**src/rtl/scpd_pkg.sv**
```systemverilog
// types and constants shared by the stroke corner point decimator, its checker and its bench,
// and the corner test of the decimator
// no dependencies
`timescale 1ns / 1ps

package scpd_pkg;

   localparam int SCALE_WIDTH  = 16;
   localparam int SCALE_FRAC   = 12;
   localparam int THRESH_WIDTH = 12;
   localparam int CSR_IDX_WIDTH = 1;

   localparam logic [SCALE_WIDTH-1:0]  SCALE_RESET  = 16'd4096;
   localparam logic [THRESH_WIDTH-1:0] THRESH_RESET = 12'd10;

   // register indexes of the csr port
   localparam logic [CSR_IDX_WIDTH-1:0] CSR_SCALE_RATIO    = 1'b0;
   localparam logic [CSR_IDX_WIDTH-1:0] CSR_DIST_THRESHOLD = 1'b1;

   // sign of one axis: -1, 0 or +1
   typedef logic signed [1:0] sgn_type;

   localparam sgn_type SGN_ZERO = 2'sb00;
   localparam sgn_type SGN_POS  = 2'sb01;
   localparam sgn_type SGN_NEG  = 2'sb11;

   // one of eight directions, or none when both axes are zero
   typedef struct packed {
      sgn_type dy;
      sgn_type dx;
   } dir_type;

   localparam dir_type DIR_NONE = '{dy: SGN_ZERO, dx: SGN_ZERO};

   // corner: directions differ and are not neighbours on the ring
   function automatic logic is_corner(input dir_type a, input dir_type b);
      logic signed [2:0] ddx;
      logic signed [2:0] ddy;
      logic        [2:0] adx;
      logic        [2:0] ady;
      logic              neighbour;
      ddx = 3'($signed(a.dx)) - 3'($signed(b.dx));
      ddy = 3'($signed(a.dy)) - 3'($signed(b.dy));
      adx = ddx[2] ? 3'(-ddx) : 3'(ddx);
      ady = ddy[2] ? 3'(-ddy) : 3'(ddy);
      neighbour = ((adx == 3'd1) && (ady == 3'd0)) || ((adx == 3'd0) && (ady == 3'd1));
      if (a == b) begin
         return 1'b0;
      end
      if ((a == DIR_NONE) || (b == DIR_NONE)) begin
         return 1'b1;
      end
      return !neighbour;
   endfunction

endpackage

```
**src/rtl/stroke_corner_point_decimator.sv**
```systemverilog
// stroke corner point decimator: keeps the pen points that shape a freehand stroke
// depends on scpd_pkg
// a kept point passes the s1 input register and then the rsp output register
// throughput: one item per cycle unless rsp stalls or a rescale runs; the keep decision
// is combinational on cached scaled history (products and whole parts of stored points)
// a write to scale_ratio holds req_tready low in its cycle and the states PREV, LAST, BEFORE
// and DIR, while the two input multipliers rebuild that cache from the stored raw points
// reset (synchronous, active high) clears the history and loads the register defaults
`timescale 1ns / 1ps

module stroke_corner_point_decimator
   import scpd_pkg::*;
#(
   parameter int COORD_WIDTH = 16,
   parameter int FRAC_BITS   = 4,
   localparam int DATA_WIDTH = ((2 * COORD_WIDTH + 7) / 8) * 8
) (
   input  logic                     clock,
   input  logic                     reset,
   // point_x, point_y, zero fill
   input  logic [DATA_WIDTH-1:0]    req_tdata,
   // stroke_start
   input  logic                     req_tuser,
   // stroke_end
   input  logic                     req_tlast,
   input  logic                     req_tvalid,
   output logic                     req_tready,
   // kept_x, kept_y, zero fill
   output logic [DATA_WIDTH-1:0]    rsp_tdata,
   output logic                     rsp_tvalid,
   input  logic                     rsp_tready,
   input  logic                     csr_we,
   input  logic [CSR_IDX_WIDTH-1:0] csr_index,
   input  logic [SCALE_WIDTH-1:0]   csr_wdata
);

   localparam int SH   = FRAC_BITS + SCALE_FRAC;
   localparam int PW   = COORD_WIDTH + SCALE_WIDTH;
   localparam int SWW  = PW - SH;
   localparam int MW   = PW + 1;
   localparam int CMPW = (MW > THRESH_WIDTH + SH) ? MW : THRESH_WIDTH + SH;

   typedef enum logic [2:0] {
      RS_IDLE,
      RS_PREV,
      RS_LAST,
      RS_BEFORE,
      RS_DIR
   } rescale_type;

   // whole part of a scaled value, truncated toward zero
   function automatic logic signed [SWW-1:0] whole_of(input logic signed [PW-1:0] p);
      logic corr;
      corr = p[PW-1] & (|p[SH-1:0]);
      return $signed(p[PW-1:SH] + SWW'(corr));
   endfunction

   function automatic sgn_type sign_of(input logic signed [SWW-1:0] a,
                                       input logic signed [SWW-1:0] b);
      logic signed [SWW:0] d;
      d = (SWW+1)'(a) - (SWW+1)'(b);
      if (d == '0) begin
         return SGN_ZERO;
      end
      return d[SWW] ? SGN_NEG : SGN_POS;
   endfunction

   function automatic logic far_of(input logic signed [PW-1:0] p,
                                   input logic signed [PW-1:0] q,
                                   input logic [THRESH_WIDTH-1:0] thr);
      logic signed [MW-1:0] d;
      logic        [MW-1:0] mag;
      d   = MW'(p) - MW'(q);
      mag = d[MW-1] ? MW'(-d) : MW'(d);
      return CMPW'(mag) >= (CMPW'(thr) << SH);
   endfunction

   logic [SCALE_WIDTH-1:0]  scale_ff;
   logic [THRESH_WIDTH-1:0] thresh_ff;
   rescale_type             rs_ff;
   rescale_type             rs_in;

   logic                          s1_valid_ff;
   logic signed [COORD_WIDTH-1:0] s1_x_ff, s1_y_ff;
   logic                          s1_start_ff, s1_end_ff;
   logic signed [PW-1:0]          s1_px_ff, s1_py_ff;

   logic [1:0]                    raw_count_ff;
   logic [1:0]                    raw_count_in;
   logic signed [COORD_WIDTH-1:0] prev_x_ff, prev_y_ff;
   logic signed [COORD_WIDTH-1:0] last_x_ff, last_y_ff;
   logic signed [COORD_WIDTH-1:0] before_x_ff, before_y_ff;
   logic signed [SWW-1:0]         sw_prev_x_ff, sw_prev_y_ff;
   logic signed [SWW-1:0]         sw_last_x_ff, sw_last_y_ff;
   logic signed [PW-1:0]          p_last_x_ff, p_last_y_ff;
   dir_type                       kdir_ff;

   logic                          rsp_valid_ff;
   logic signed [COORD_WIDTH-1:0] rsp_x_ff, rsp_y_ff;

   logic                          scale_wr;
   logic                          out_free;
   logic                          process;
   logic                          accept;
   logic signed [COORD_WIDTH-1:0] mul_x_op, mul_y_op;
   logic signed [SCALE_WIDTH:0]   scale_s;
   logic signed [PW-1:0]          prod_x, prod_y;
   logic signed [SWW-1:0]         sw_x, sw_y;
   dir_type                       raw_dir;
   dir_type                       kdir_in;
   dir_type                       sweep_dir;
   logic                          keep;

   assign scale_wr   = csr_we && (csr_index == CSR_SCALE_RATIO);
   assign out_free   = !rsp_valid_ff || rsp_tready;
   assign process    = s1_valid_ff && out_free;
   assign req_tready = (rs_ff == RS_IDLE) && !scale_wr && (!s1_valid_ff || out_free);
   assign accept     = req_tvalid && req_tready;

   // input multipliers, shared with the rescale sweep
   always_comb begin
      unique case (rs_ff)
         RS_PREV: begin
            mul_x_op = prev_x_ff;
            mul_y_op = prev_y_ff;
         end
         RS_LAST: begin
            mul_x_op = last_x_ff;
            mul_y_op = last_y_ff;
         end
         RS_BEFORE: begin
            mul_x_op = before_x_ff;
            mul_y_op = before_y_ff;
         end
         default: begin
            mul_x_op = $signed(req_tdata[COORD_WIDTH-1:0]);
            mul_y_op = $signed(req_tdata[2*COORD_WIDTH-1:COORD_WIDTH]);
         end
      endcase
   end

   assign scale_s = $signed({1'b0, scale_ff});
   assign prod_x  = PW'(mul_x_op) * PW'(scale_s);
   assign prod_y  = PW'(mul_y_op) * PW'(scale_s);

   // keep decision on the registered item
   assign sw_x = whole_of(s1_px_ff);
   assign sw_y = whole_of(s1_py_ff);

   assign raw_dir.dx   = sign_of(sw_x, sw_prev_x_ff);
   assign raw_dir.dy   = sign_of(sw_y, sw_prev_y_ff);
   assign kdir_in.dx   = sign_of(sw_x, sw_last_x_ff);
   assign kdir_in.dy   = sign_of(sw_y, sw_last_y_ff);
   assign sweep_dir.dx = sign_of(sw_last_x_ff, sw_x);
   assign sweep_dir.dy = sign_of(sw_last_y_ff, sw_y);

   always_comb begin
      if (s1_start_ff) begin
         raw_count_in = 2'd1;
      end else if (raw_count_ff != 2'd3) begin
         raw_count_in = raw_count_ff + 2'd1;
      end else begin
         raw_count_in = raw_count_ff;
      end
      keep = (raw_count_in != 2'd3) || s1_end_ff
             || far_of(s1_px_ff, p_last_x_ff, thresh_ff)
             || far_of(s1_py_ff, p_last_y_ff, thresh_ff)
             || is_corner(raw_dir, kdir_ff);
   end

   always_comb begin
      if (scale_wr) begin
         rs_in = RS_PREV;
      end else begin
         unique case (rs_ff)
            RS_PREV:   rs_in = RS_LAST;
            RS_LAST:   rs_in = RS_BEFORE;
            RS_BEFORE: rs_in = RS_DIR;
            default:   rs_in = RS_IDLE;
         endcase
      end
   end

   always_ff @(posedge clock) begin
      if (reset) begin
         scale_ff     <= SCALE_RESET;
         thresh_ff    <= THRESH_RESET;
         rs_ff        <= RS_IDLE;
         s1_valid_ff  <= 1'b0;
         raw_count_ff <= '0;
         prev_x_ff    <= '0;
         prev_y_ff    <= '0;
         last_x_ff    <= '0;
         last_y_ff    <= '0;
         before_x_ff  <= '0;
         before_y_ff  <= '0;
         sw_prev_x_ff <= '0;
         sw_prev_y_ff <= '0;
         sw_last_x_ff <= '0;
         sw_last_y_ff <= '0;
         p_last_x_ff  <= '0;
         p_last_y_ff  <= '0;
         kdir_ff      <= DIR_NONE;
         rsp_valid_ff <= 1'b0;
      end else begin
         if (csr_we) begin
            unique case (csr_index)
               CSR_SCALE_RATIO:    scale_ff  <= csr_wdata;
               CSR_DIST_THRESHOLD: thresh_ff <= csr_wdata[THRESH_WIDTH-1:0];
               default: ;
            endcase
         end
         rs_ff <= rs_in;

         if (accept) begin
            s1_valid_ff <= 1'b1;
         end else if (process) begin
            s1_valid_ff <= 1'b0;
         end

         if (out_free) begin
            rsp_valid_ff <= process && keep;
         end

         if (process) begin
            raw_count_ff <= raw_count_in;
            prev_x_ff    <= s1_x_ff;
            prev_y_ff    <= s1_y_ff;
            sw_prev_x_ff <= sw_x;
            sw_prev_y_ff <= sw_y;
            if (keep) begin
               before_x_ff  <= last_x_ff;
               before_y_ff  <= last_y_ff;
               last_x_ff    <= s1_x_ff;
               last_y_ff    <= s1_y_ff;
               sw_last_x_ff <= sw_x;
               sw_last_y_ff <= sw_y;
               p_last_x_ff  <= s1_px_ff;
               p_last_y_ff  <= s1_py_ff;
               kdir_ff      <= kdir_in;
            end
         end else begin
            // rebuild the cached scaled history one stored point a cycle
            unique case (rs_ff)
               RS_LAST: begin
                  sw_prev_x_ff <= sw_x;
                  sw_prev_y_ff <= sw_y;
               end
               RS_BEFORE: begin
                  sw_last_x_ff <= sw_x;
                  sw_last_y_ff <= sw_y;
                  p_last_x_ff  <= s1_px_ff;
                  p_last_y_ff  <= s1_py_ff;
               end
               RS_DIR: begin
                  kdir_ff <= sweep_dir;
               end
               default: ;
            endcase
         end
      end
   end

   // payload registers
   always_ff @(posedge clock) begin
      if (accept || (rs_ff != RS_IDLE)) begin
         s1_px_ff <= prod_x;
         s1_py_ff <= prod_y;
      end
      if (accept) begin
         s1_x_ff     <= mul_x_op;
         s1_y_ff     <= mul_y_op;
         s1_start_ff <= req_tuser;
         s1_end_ff   <= req_tlast;
      end
      if (process && keep) begin
         rsp_x_ff <= s1_x_ff;
         rsp_y_ff <= s1_y_ff;
      end
   end

   assign rsp_tvalid = rsp_valid_ff;
   assign rsp_tdata  = DATA_WIDTH'({rsp_y_ff, rsp_x_ff});

endmodule

```
**config.mk**
```make
export PLATFORM = sky130hd
export DESIGN_NAME = stroke_corner_point_decimator
export DESIGN_NICKNAME = d
export VERILOG_FILES = /design/src/rtl/scpd_pkg.sv /design/src/rtl/stroke_corner_point_decimator.sv
export SDC_FILE = /design/constraint.sdc
export NUM_CORES = 2
export LEC_CHECK = 0
export BUFFER_PORTS_ARGS = -buffer_cell sky130_fd_sc_hd__buf_2
export CAP_MARGIN = 10
export CORE_MARGIN = 2
export CORE_UTILIZATION = 30
export CTS_CLUSTER_DIAMETER = 150
export CTS_CLUSTER_SIZE = 28
export DETAILED_ROUTE_END_ITERATION = 16
export GPL_TIMING_DRIVEN = 1
export SETUP_SLACK_MARGIN = 0.4
export SLEW_MARGIN = 25
export SYNTH_ARGS = -nofsm -noshare
export SYNTH_HDL_FRONTEND = slang
export SYNTH_SLANG_ARGS = --single-unit
```
**constraint.sdc**
```tcl
create_clock -name clock -period 10.9 [get_ports clock]
set_input_delay 2.18 -clock clock [delete_from_list [all_inputs] [get_ports clock]]
set_output_delay 2.18 -clock clock [all_outputs]
set_load 0.02 [all_outputs]
```
# --- After elaboration in Yosys (flattened, before gate mapping) ---
# Index checks and enable logic that the tools add are counted.
totals:
  register_bits: 393
  in_bits: 56
  output_inout_bits: 34
  elab_cells: 170
op_classes:
  add_sub_neg: 17
  mul: 2
  magnitude_cmp: 2
  n_eq_ne: 10
  mux: 62
  n_bitwise: 3
  reduce_logical: 45
ops:
  columns: ["operator", "n"]
  rows:
  - ["32-bit two-way mux", 6]
  - ["16-bit two-way mux", 10]
  - ["17-bit zero test", 6]
  - ["16-bit by 16-bit subtractor with 17-bit output", 6]
  - ["16-bit case mux with 3 select lines", 2]
  - ["33-bit by 28-bit greater-or-equal comparator with 1-bit output", 2]
  - ["33-bit two-way mux", 2]
  - ["33-bit negator", 2]
  - ["32-bit by 32-bit subtractor with 33-bit output", 2]
  - ["16-bit by 17-bit multiplier with 32-bit output", 2]
  - ["2-bit two-way mux", 20]
  - ["16-bit by 1-bit adder with 16-bit output", 2]
  - ["16-bit OR reduction", 2]
  - ["1-bit two-way mux", 16]
  - ["4-bit two-way mux", 3]
  - ["2-bit AND reduction", 5]
  - ["3-bit by 1-bit == test with 1-bit output (second input constant)", 3]
  - ["3-bit zero test", 3]
  - ["1-bit logical OR", 9]
  - ["3-bit case mux with 3 select lines", 1]
  - ["1-bit logical AND", 8]
  - ["4-bit zero test", 2]
  - ["2-bit nonzero test", 4]
  - ["3-bit by 2-bit == test with 1-bit output (second input constant)", 2]
  - ["other kinds (12)", 21]

# --- Depth between registers and ports, before layout ---
depth:
  depth_word: 19
  depth_mapped: 33
  depth_no_buf: 31

# --- Worst setup path before layout ---
# OpenSTA, ideal clock, no wires.
synth_path:
  kind: "input-to-reg"
  from: "input port req_tdata[15]"
  to: "register s1_px_ff[30] (data pin)"
  setup_time_ns: 0.258
  arrival_ns: 8.123
  required_time_ns: 10.642
  path_slack_ns: 2.520
  stages: 25
  path_buffers: 1
  path_cell_list: "nor2_1 a21oi_1 o21ai_1 clkbuf_1 or2_2 fa_1 fa_1 inv_1 fa_1 inv_1 fa_1 fa_1 inv_1 fa_1 ha_1 a21o_1 a21oi_1 o22ai_1 a211oi_1 o31ai_1 o41ai_1 nor2_1 o31a_1 nor2_1 xnor2_1"
synth_via:
  elab_chain_cells: 2
synth_lines:
  columns: ["item", "line", "rtl"]
  rows:
  - ["start, declared", "stroke_corner_point_decimator.sv:21", "input logic [DATA_WIDTH-1:0] req_tdata,"]
  - ["16-bit case mux with 3 select lines", "stroke_corner_point_decimator.sv:122", "unique case (rs_ff)"]
  - ["16-bit by 17-bit multiplier with 32-bit output", "stroke_corner_point_decimator.sv:143", "assign prod_x = PW'(mul_x_op) * PW'(scale_s);"]
  - ["via prod_x[30]", "stroke_corner_point_decimator.sv:107", "logic signed [PW-1:0] prod_x, prod_y;"]
  - ["end signal, assigned", "stroke_corner_point_decimator.sv:267", "s1_px_ff <= prod_x;"]
  - ["end, declared", "stroke_corner_point_decimator.sv:86", "logic signed [PW-1:0] s1_px_ff, s1_py_ff;"]
# The timed path passes the listed nets, and every way through them passes these cells.
# A chain may end at the register's enable or synchronous reset.

# --- Worst setup path in the final report ---
layout_path:
  from: "register s1_px_ff[1]"
  to: "register p_last_x_ff[0]"
layout_via:
  elab_chain_cells: 19
  word_cells_on_any_way: 35
  cone_classes: "6 x add/sub; 1 x order compare; 3 x eq/ne; 11 x mux; 1 x bitwise; 13 x reduce/logical"
layout_lines:
  columns: ["item", "line", "rtl"]
  rows:
  - ["16-bit OR reduction (*)", "stroke_corner_point_decimator.sv:54", "corr = p[PW-1] & (|p[SH-1:0]);"]
  - ["1-bit AND (*)", "stroke_corner_point_decimator.sv:54", null]
  - ["16-bit by 1-bit adder with 16-bit output (*)", "stroke_corner_point_decimator.sv:55", "return $signed(p[PW-1:SH] + SWW'(corr));"]
  - ["via sw_x[2]", "stroke_corner_point_decimator.sv:108", "logic signed [SWW-1:0] sw_x, sw_y;"]
  - ["16-bit by 16-bit subtractor with 17-bit output (*)", "stroke_corner_point_decimator.sv:61", "d = (SWW+1)'(a) - (SWW+1)'(b);"]
  - ["17-bit zero test", "stroke_corner_point_decimator.sv:62", "if (d == '0) begin"]
  - ["1-bit two-way mux", "stroke_corner_point_decimator.sv:62", null]
  - ["2-bit two-way mux (*)", "stroke_corner_point_decimator.sv:65", "return d[SWW] ? SGN_NEG : SGN_POS;"]
  - ["[... 4 more ...]", null, null]
  - ["1-bit logical AND", "scpd_pkg.sv:46", "neighbour = ((adx == 3'd1) && (ady == 3'd0)) || ((adx == 3'd0) && (ady == 3'd1));"]
  - ["1-bit logical OR", "scpd_pkg.sv:46", null]
  - ["1-bit zero test", "scpd_pkg.sv:53", "return !neighbour;"]
  - ["1-bit two-way mux", "scpd_pkg.sv:53", null]
  - ["1-bit two-way mux (*)", "scpd_pkg.sv:50", "if ((a == DIR_NONE) || (b == DIR_NONE)) begin"]
  - ["1-bit logical OR (*)", "stroke_corner_point_decimator.sv:168", "|| is_corner(raw_dir, kdir_ff);"]
  - ["2-bit inequality test (no source line) (*)", null, null]
  - ["2-bit AND reduction (no source line) (*)", null, null]
  - ["end signal, assigned", "stroke_corner_point_decimator.sv:238", "p_last_x_ff <= s1_px_ff;"]
  - ["end signal, assigned", "stroke_corner_point_decimator.sv:252", "p_last_x_ff <= s1_px_ff;"]
  - ["end, declared", "stroke_corner_point_decimator.sv:95", "logic signed [PW-1:0] p_last_x_ff, p_last_y_ff;"]
# The timed path passes the listed nets; every way through them passes the cells marked *. The select of a mux whose other input is x is not followed.

==> flow_metrics.py <==
metrics = {
    "clock_network": {
        "numCtsBuffers": 19,
        "cts_num_sinks": 393,
        "hold_buffers": 0,
        "tritoncts": "built",
        "ctsResizeCount": 0,
        "clk_latency_ns": 0.63,
        "cts_buffer_depth": 3,
        "clkSlewWorstSetupHoldPaths_ns": 0.11,
        "htree_num_levels": 1,
        "post_cts_buffers": 0,
        "cts-root-buf": "clkbuf_16",
    },
    "final_layout": {
        "areaGrowthSynthToFinish_pct": 6.55,
        "fin_nets": 6215,
        "num-fill-cells": 15700,
        "final_cell_mix": "nand2_1, inv_1, ha_1, fa_1, nor3_1",
        "drive_gt1_share_pct": 6.09,
        "final_common_cell": "nand2_1",
    },
    "floorplanning": {
        "initial_utilization_pct": 30.2,
        "core.rowCount": 142,
        "chipWidth_um": 393,
        "coreArea_mm2": 0.150,
        "die_h_um": 393,
        "ioPinCount": 90,
        "die_area_mm2": 0.155,
    },
    "outcome": {
        "outcome": "finished clean",
    },
    "setup_path": {
        "worst-setup-path-type": "flop to flop",
        "required_ns": 11.33,
        "reg2reg_depth": 26,
        "cp.arrival_ns": 9.05,
        "start_kind": "flop",
        "worstPathMaxFanout": 85,
        "rrSetupSlack_ns": 2.28,
        "crit_start": "s1_px_ff[1]",
        "worst_setup_path_end_kind": "flop",
        "r2r-end": "p_last_x_ff[0]",
        "worstReg2RegStart": "s1_px_ff[1]",
    },
    "drt": {
        "drc": 0,
        "viasPerCell": 5.24,
        "num_vias": 38600,
        "antenna_left": 0,
        "drt_pass1_iterations": 5,
        "drt-initial-drc-count": 3204,
        "routed_wl_mm": 139,
        "wl_per_cell_um": 18.9,
    },
    "sta": {
        "fin_skew_ns": 0.0709,
        "fin_crit_ns": 8.62,
        "fmax_ghz": 0.116,
        "hold_viol_final": 0,
        "timing.final.crit_share_pct": 79.1,
        "slew_headroom_pct": 26.7,
        "worstMarginPinSlew_ns": 1.09,
        "drv_slew": 0,
        "fin_setup_tns_ns": 0,
        "setup_viol": 0,
        "grt_setup_unrepaired": "false",
    },
    "synthesis": {
        "ys_seq_area_share_pct": 20.2,
        "yosys.area.top_type": "fa_1",
        "synthCells": 5477,
        "syn-cell-area_mm2": 0.0454,
        "synth_nets": 6356,
        "synth_edf_count": 130,
        "synth_flop_cell": "dfxtp_1",
        "synth.distinct_cells": 96,
        "ys_seq_elements": 393,
        "syn_avg_cell_area_um2": 8.29,
        "synthTopCellsByArea": "fa_1, ha_1, dfxtp_1, edfxtp_1, nand2_1",
        "ys.warnings.count": 0,
        "synthArstFlopShare_pct": 0,
        "netlist.area_leader.share_pct": 17.3,
    },
    "power": {
        "p_leak_nw": 20.2,
        "ir_drop_v": 0.000151,
        "finalPower_mw": 9.15,
        "p_seq_share_pct": 22.2,
        "clkPwrFrac_pct": 10.0,
        "switching_share_pct": 50.6,
        "power_density_mw_per_mm2": 189,
        "power.switching_mw": 4.63,
        "pwr-share-comb_pct": 67.8,
        "p_int_mw": 4.51,
    },
    "placement": {
        "dpl.hpwl_mm": 102,
        "portBuffers": 89,
        "place.gp.congestion": 0.911,
    },
    "run": {
        "maxCapViolCount": 0,
    },
    "global_routing": {
        "groute.usage.overall_pct": 17.8,
        "grt-ovfl-total": 0,
        "grt_pass1_vias": 37700,
        "antenna_found_initial": 3,
        "grt_pass1_wl_mm": 219,
        "grt_max_degree": 151,
    },
    "hold_path": {
        "min_from": "prev_y_ff[1]",
        "min_to": "prev_y_ff[1]",
        "hold_path_depth": 2,
        "min_path_type": "flop to flop",
    },
}
## worst max-delay path by stage
stage | slack [ns] | to
floorplan | 2.52 | s1_px_ff[30]
global placement | 1.79 | s1_px_ff[30]
detailed placement | 1.73 | s1_px_ff[30]
CTS | 2.26 | p_last_x_ff[31]
global route | 1.84 | p_last_x_ff[31]
finish | 2.28 | p_last_x_ff[0]
## kinds of logic (layout without fill, tap and decap cells)
logic type	count (synthesis)	in the layout	share of synthesized area [%]
flip-flops	393	393	20.2
other	0	2	0
buffers and inverters	1029	901	8.71
multiplexers	119	119	2.72
XOR/XNOR	188	188	3.63
adder cells (fa/ha/maj)	823	823	29.2
AND/OR/NAND/NOR	1911	1911	20.6
AO/OA/AOI/OAI	1014	1014	15.0
## synthesized netlist by cell type (37+ instances only)
| library cell | n |
|---|---|
| a21o_1 | 68 |
| mux2i_1 | 82 |
| or2_2 | 42 |
| inv_1 | 705 |
| and2_1 | 204 |
| xnor2_1 | 126 |
| o311ai_1 | 45 |
| nand2_1 | 752 |
| xor2_1 | 62 |
| a31oi_1 | 102 |
| a21oi_1 | 241 |
| clkbuf_1 | 270 |
| nand3_1 | 84 |
| a211oi_1 | 58 |
| o211ai_1 | 46 |
| edfxtp_1 | 130 |
| nor3_1 | 270 |
| dfxtp_1 | 263 |
| mux2_2 | 37 |
| nor2_1 | 200 |
| nand4_1 | 130 |
| o21ai_0 | 125 |
| ha_1 | 430 |
| o21a_1 | 43 |
| fa_1 | 393 |
## power by group through the flow
stage                     Clock [mW]  Sequential (mW)  Combinational (mW)
after floorplan                    0             1.93                4.62
after global placement             0             2.05                6.00
after detailed placement           0             2.05                6.10
after CTS                      0.949             2.02                6.14
after global routing           0.987             2.05                6.94
final                          0.915             2.03                6.20
## flip-flops by register name, indices dropped and copies added, names as in the netlist, 32 cells and up
signal and flops:
s1_px_ff 32, s1_py_ff 32, p_last_x_ff 32, p_last_y_ff 32
## per-layer routing
| layer | wire length (µm) | global-route usage, % | part of all wire, % | vias up |
|---|---|---|---|---|
| met5 | 13 | 0 | 0.0093 | - |
| met4 | 3680 | 4.76 | 2.6 | 2 |
| met3 | 10200 | 3.03 | 7.3 | 168 |
| met2 | 60600 | 27.7 | 44 | 1251 |
| met1 | 64700 | 25.3 | 46 | 18800 |
| li1 | - | - | - | 18400 |
## worst max-delay path, cell delays in order, from the launching register on
cell and delay (ns):
edfxtp_1 0.52, nor4_1 0.39, a41oi_1 0.26, ha_1 0.30, ha_1 0.22, xnor2_1 0.43
inv_1 0.18, ha_1 0.37, o21a_1 0.20, o31a_1 0.14, o41ai_1 0.67, o21ai_0 0.26
o41a_1 0.41, mux2_2 0.29, a2111o_1 0.29, a211oi_1 0.47, ha_1 0.27, fa_1 0.42
xnor2_1 0.13, nor3_1 0.12, o21ai_0 0.10, a41o_1 0.22, o21ai_0 0.14, nand3_1 0.40
nor3_4 0.55, buf_12 0.47, o311ai_1 0.18
## layout make-up
| type | count | area [µm²] | share of cell area [%] |
|---|---|---|---|
| sequential | 393 | 9180 | 19.0 |
| timing repair buffer | 161 | 1010 | 2.08 |
| multi-input combinational | 4055 | 32400 | 67.0 |
| inverter | 706 | 2660 | 5.50 |
| clock inverter | 5 | 77.6 | 0.160 |
| clock buffer | 29 | 513 | 1.06 |
| antenna | 2 | 5.00 | 0.0103 |
| tap | 2016 | 2520 | 5.21 |
## through the flow
step	hold slack, ns	area, µm²	std cells	utilization [%]	setup slack, ns
floorplan	0.432	45400	5477	-	2.52
global placement	0.441	47800	7331	31.8	1.79
detailed placement	0.447	47800	7331	31.8	1.73
CTS	0.463	48400	7365	32.2	2.26
global route	0.477	48400	7365	32.2	1.84
finish	0.461	48400	7367	32.2	2.28
(Power assumes the default switching activity.)
